--- src/rtl/v3a_sqrt.sv ---
`timescale 1ns / 1ps

module v3a_sqrt #(
  parameter int W = 32
) (
  input  logic           clk,
  input  logic           en,
  input  logic [2*W-1:0] s,
  output logic [W:0]     n
);

  logic [2*W-1:0] xs [W+1];
  logic [2*W-1:0] rs [W+1];

  assign xs[0] = s;
  assign rs[0] = '0;

  for (genvar j = 0; j < W; j++) begin : g_step
    localparam logic [2*W-1:0] BIT = (2*W)'(1) << (2 * W - 2 - 2 * j);
    always_ff @(posedge clk) begin
      if (en) begin
        if (xs[j] >= rs[j] + BIT) begin
          xs[j+1] <= xs[j] - (rs[j] + BIT);
          rs[j+1] <= (rs[j] >> 1) + BIT;
        end else begin
          xs[j+1] <= xs[j];
          rs[j+1] <= rs[j] >> 1;
        end
      end
    end
  end

  always_ff @(posedge clk) begin
    if (en) begin
      n <= rs[W][W:0] + (W+1)'(xs[W] > rs[W]);
    end
  end

endmodule

--- config.mk ---
export PLATFORM = sky130hd
export DESIGN_NAME = v3a_sqrt
export DESIGN_NICKNAME = d
export VERILOG_FILES = /design/src/rtl/v3a_sqrt.sv
export SDC_FILE = /design/constraint.sdc
export NUM_CORES = 2
export LEC_CHECK = 0
export BUFFER_PORTS_ARGS = -buffer_cell sky130_fd_sc_hd__buf_2
export CORE_MARGIN = 8
export CORE_UTILIZATION = 45
export CTS_CLUSTER_SIZE = 24
export DETAILED_ROUTE_END_ITERATION = 10
export PLACE_DENSITY = 0.63
export SYNTH_ARGS = -nofsm -noshare
export SYNTH_HDL_FRONTEND = slang
export SYNTH_SLANG_ARGS = --single-unit
--- constraint.sdc ---
create_clock -name clk -period 3.85 [get_ports clk]
set_input_delay 0.385 -clock clk [delete_from_list [all_inputs] [get_ports clk]]
set_output_delay 0.385 -clock clk [all_outputs]
set_load 0.05 [all_outputs]
== Word level (Yosys, flattened, before mapping) ==
Cells that the tools add are included.
Storage, ports and cells
  output and inout bits: 33
  register bits after elaboration: 4129
Cells by class
  order comparisons: 33
  add/sub/neg operators: 95
  muxes and demuxes: 64
Operators with widths (number)
  $mux 64: 32
  $mux 63: 32
  $ge 64x64->1: 31
  $sub 64x64->64: 31
  $add 63x1->64 const B: 1
  $add 63x11->64 const B: 1
  $add 63x13->64 const B: 1
  $add 63x15->64 const B: 1
  $add 63x17->64 const B: 1
  $add 63x19->64 const B: 1
  $add 63x21->64 const B: 1
  $add 63x23->64 const B: 1
  $add 63x25->64 const B: 1
  $add 63x27->64 const B: 1
  $add 63x29->64 const B: 1
  $add 63x3->64 const B: 1
  $add 63x31->64 const B: 1
  $add 63x33->64 const B: 1
  $add 63x35->64 const B: 1
  $add 63x37->64 const B: 1
  $add 63x39->64 const B: 1
  $add 63x41->64 const B: 1
  $add 63x43->64 const B: 1
  $add 63x45->64 const B: 1
  46 further kinds: 46

== Logic depth before layout (Yosys ltp) ==
  depth after elaboration: 3
  gate-level depth with buffers: 19

== Worst setup path before layout ==
OpenSTA, ideal clock, no wires.
  path type: flip-flop to flip-flop
  from: register xs[882] in the netlist's numbering
  to: register xs[820] in the netlist's numbering, data pin
  setup time: 0.259 ns
  arrival time: 3.418 ns
  cell stages (with the launch flop): 13
  required time: 3.591 ns
  setup slack: 0.173 ns
  buffers on the path: 2
  clock period less this slack: 3.677 ns
  cell sequence: edfxtp_1 or4_4 nor3_2 nand2b_1 or3_1 or3_1 or3_1 or3_1 or3_1 buf_2 buf_6 and3_1 xor2_1
Between the ends
  word-level cells in the longest chain between the ends: 2
  elaborated cells on any way between the ends: 3
  those cells by class: add/sub (1); order compare (1); mux (1)
RTL lines
  start, declared: line 12  | logic [2*W-1:0] xs [W+1];
  start signal, assigned by index: line 23  | xs[j+1] <= xs[j] - (rs[j] + BIT);
  start signal, assigned by index: line 26  | xs[j+1] <= xs[j];
  $sub 64x64->64 or $ge 64x64->1 (tied branches): line 23, 22
  $mux 64 *: line 22  | if (xs[j] >= rs[j] + BIT) begin
Mark *: on every way between the ends. The rest lies on a longest branch, timed or not.
A chain may end at the register's enable or synchronous reset.

== Worst setup path after layout ==
  from: register xs[990] in the netlist's numbering
  to: register xs[947] in the netlist's numbering, data pin
Same word-level chain as after synthesis.

==> run summary <==
The number of nets in the synthesized netlist is 10,800. Total via count after detailed routing: 83,600. edfxtp_1 takes more of the synthesized area than any other cell. After detailed routing, the average wire length per cell comes to 22.3 um. Ranked by total cell area, the synthesized netlist is headed by edfxtp_1 62%, ha_1 5.9%, xnor2_1 3.5%. Each instance of the synthesized netlist takes up on average 12.5 sq um. The maximum buffer depth of the clock tree was 4. The fraction of synthesized cell area taken by the top area cell type is 62.0%, and the post-detailed-route via-to-cell ratio is 5.64.

The tree is rooted in a clkbuf_16. After global routing the overflow that remains totals 0. On the critical path, the stage with the largest delay is an instance of a211o_2.

Aggregate routed wire length: 331 mm. The run gives 0 as the number of failing setup endpoints in the final timing report. The sum of internal, switching and leakage power was 0.0861 W; the async set or reset register ratio after synthesis was 0%. The tools report the number of nets in the layout as 11,500. Across all hold checks on the routed design, the worst slack comes to 0.228 ns. The synthesized design contains 2,609 register bits. The detailed router finished its first iteration with 7,488 violations.

The worst setup path is captured at a register. The maximum number of pins on one net before global-route repair was 168; the number of standard cells in the final layout excluding fillers was 14,800. The number of global-route vias before repair is 82,500. The number of optimization iterations in the first detailed-route pass was 8. Together, buffers and inverters on the worst path number 2.

The synthesized design contains 2,609 enable-type register cells. From bottom edge to top edge, the die measures 546 um. The analysis attributes to cell leakage a power of 55.5 nW.

The number of routed nets with antenna violations was 0. VDD sags by at most 0.000467 V. Fill cells in the final layout number 23,500. The final number of hold-violating endpoints was 0.

The arrival time of data at the critical path endpoint was 4.49 ns. The run gives 0 as the count of unresolved DRC violations after routing. The delay of the slowest cell on the worst path is 0.46 ns. The signal on the critical path passes through ha_1 -> o21a_1 -> o21a_1 -> o21ai_1 -> a21oi_1 -> a211oi_1 -> buf_4 -> o2bb2ai_1 -> a31oi_1 -> a211o_2 -> nor3_1 -> xor2_1 -> buf_4.

The actual transition at the worst max-transition pin works out to 1.19 ns. For the initial standard-cell utilization of the core, the log shows 45.2%. For this run, the leading register cell type out of synthesis is edfxtp_1. The share of the Yosys chip area taken by registers is 62.0%. The tools report the total I/O pin count as 99. CTS built an H-tree with a depth of 5. In the layout the commonest cells are 2,609 x edfxtp_1, 736 x inv_1, 662 x nor2_1.

Top metal layer carrying routed signals: met5. Among cell families on the critical path, the largest total delay comes from compound AO/OA/AOI/OAI gates. The core region is 279,000 sq um.

Routed length on met2: 168 mm. The power density normalized to cell area is 594 nW/um^2. Across the routed clock network, the largest skew measured is 0.0624 ns. Of the cells placed in the final design, the portion with a size suffix greater than 1 is 11.3%. The area growth from synthesis to layout is 14.9%. In this run, placement finished with an instance count of 14,200.

The detailed router put a total of 131 mm of wire on met1. The first global-routing pass estimated 497 mm of wire. The count of final max-slew check failures is 0. Clock tree synthesis inserted a total of 285 buffers.

The die is 546 um wide. TritonCTS built the clock tree. The area of the mapped netlist was 126,000 sq um; the maximum net fanout on the critical path was 8. The initial antenna violation count is 7.

The run gives 135,000 sq um as the instance area at placement. After legalization and detailed placement, the total HPWL measured 253 mm. The tools report the synthesized netlist cell count as 10,100. During placement, the flow inserted port buffers numbering 98. For this design, the sink count on the clock tree is 2,609.

After detailed routing, the met3 layer carries 17.4 mm of wire. The worst setup path is launched from a register. In this run the worst hold path is classified as in -> reg. The run finished with clean final reports. At the end of routability-driven placement, the weighted congestion stood at 0.952.

For the number of distinct library cell variants in the gate-level netlist after synthesis, the log shows 85. After clock tree synthesis, the clock-pin slew on the worst setup and hold paths is 0.06 ns. The library cell used most frequently in the layout, excluding fill and tap cells, is edfxtp_1.

The tools report the remaining max-slew budget at the tightest pin as 20.6%. The critical path in this run is classified as reg -> reg. The die covers 298,000 sq um. Global routing used 21.3% of the available tracks. Of the available clock period, the critical path in the final layout requires 98.5%.

The floorplan has 194 rows. The maximum achievable frequency was 0.264 GHz; the final critical-path required period was 3.79 ns. Once layout is done, the placed cells without fillers occupy 145,000 sq um. Required time at the worst-slack endpoint: 4.55 ns. Total of warnings raised by yosys: 0. The clock latency on the worst-skew pair was 0.87 ns; the number of violations of the max-capacitance limit was 0.
-- timing repair --
action | 4_1_cts | 5_1_grt
pin swaps | 0 | 11
hold buffers | 65 | 0
hold endpoints to repair | 74 | 0
setup endpoints to repair | 84 | 273
resized for setup | 21 | 85
buffers inserted | 0 | 15
-- routing by layer --
| layer | global-route usage [%] | up-vias |
|---|---|---|
| met4 | 8.39 | 2 |
| li1 | - | 39400 |
| met3 | 3.05 | 657 |
| met2 | 38.2 | 2551 |
| met5 | 0 | - |
| met1 | 25.8 | 40900 |
-- cell families after synthesis --
family                     Yosys count  share of synthesized area (%)
and+or+nand+nor                   2976                           12.1
DFF                               2609                           62.0
AOI/OAI and AO/OA                 1950                           9.63
xor gates and xnor gates           970                           6.73
buffers and inverters              960                           2.89
adders and majority gates          595                           5.90
muxes                               78                          0.700
-- Yosys cell counts, drive strengths merged (22+ instances only) --
library cell,count
and4,23
inv,742
ha,595
mux2,73
buf,29
nand3,164
clkbuf,188
xor2,461
or4,89
a211oi,40
and2,30
o21ai,457
nor2b,89
nand4,183
and3,39
o211ai,37
or2,41
nand2,654
nand4b,22
nor3,284
o31ai,51
nand2b,94
nor4,356
nor2,665
xnor2,509
o21a,100
a21boi,29
a21oi,620
a31oi,62
nand3b,25
o2111ai,24
nor3b,22
edfxtp,2609
o21bai,48
nor4b,46
a21o,304
or3,115
-- state kept, by name, indices dropped and copies added, names as in the netlist --
signal  flops
n          33
xs       2048
rs        528
-- where the power goes --
group | leakage (nW) | switching [W] | internal (W) | total, W
Combinational | 25.9 | 0.0112 | 0.00830 | 0.0195
Clock | 4.49 | 0.0112 | 0.0159 | 0.0271
Sequential | 25.1 | 0.00324 | 0.0362 | 0.0395
Total | 55.5 | 0.0257 | 0.0604 | 0.0861
-- cell type report --
type / count / area [sq um] / share of cell area [%]
Antenna cell: 3 / 7.51 / 0.00517
Clock buffer: 327 / 7330 / 5.05
Clock inverter: 172 / 1890 / 1.30
Inverter: 743 / 2790 / 1.92
Multi-Input combinational cell: 6569 / 44800 / 30.9
Sequential cell: 2609 / 78300 / 54.0
Tap cell: 3724 / 4660 / 3.21
Timing Repair Buffer: 666 / 5290 / 3.65
-- stage by stage --
step / utilization [%] / TNS [ns] / setup slack, ns
after floorplan: - / 0 / 0.173
after global placement: 48.2 / -7.12 / -0.467
after detailed placement: 48.2 / -8.27 / -0.469
after CTS: 51.8 / 0 / 0.00906
after global routing: 52.0 / -0.108 / -0.0676
final: 52.0 / 0 / 0.0580
-- final timing paths --
path | slack (ns) | startpoint | cells after the start | to
max | 0.06 | xs[990] | 13 | xs[947]
min | 0.23 | s[52] | 2 | xs[2036]
max reg2reg | 0.06 | xs[990] | 13 | xs[947]
min reg2reg | 0.41 | xs[1297] | 0 | xs[1233]
Note: power is estimated with default switching activity, not from simulation.
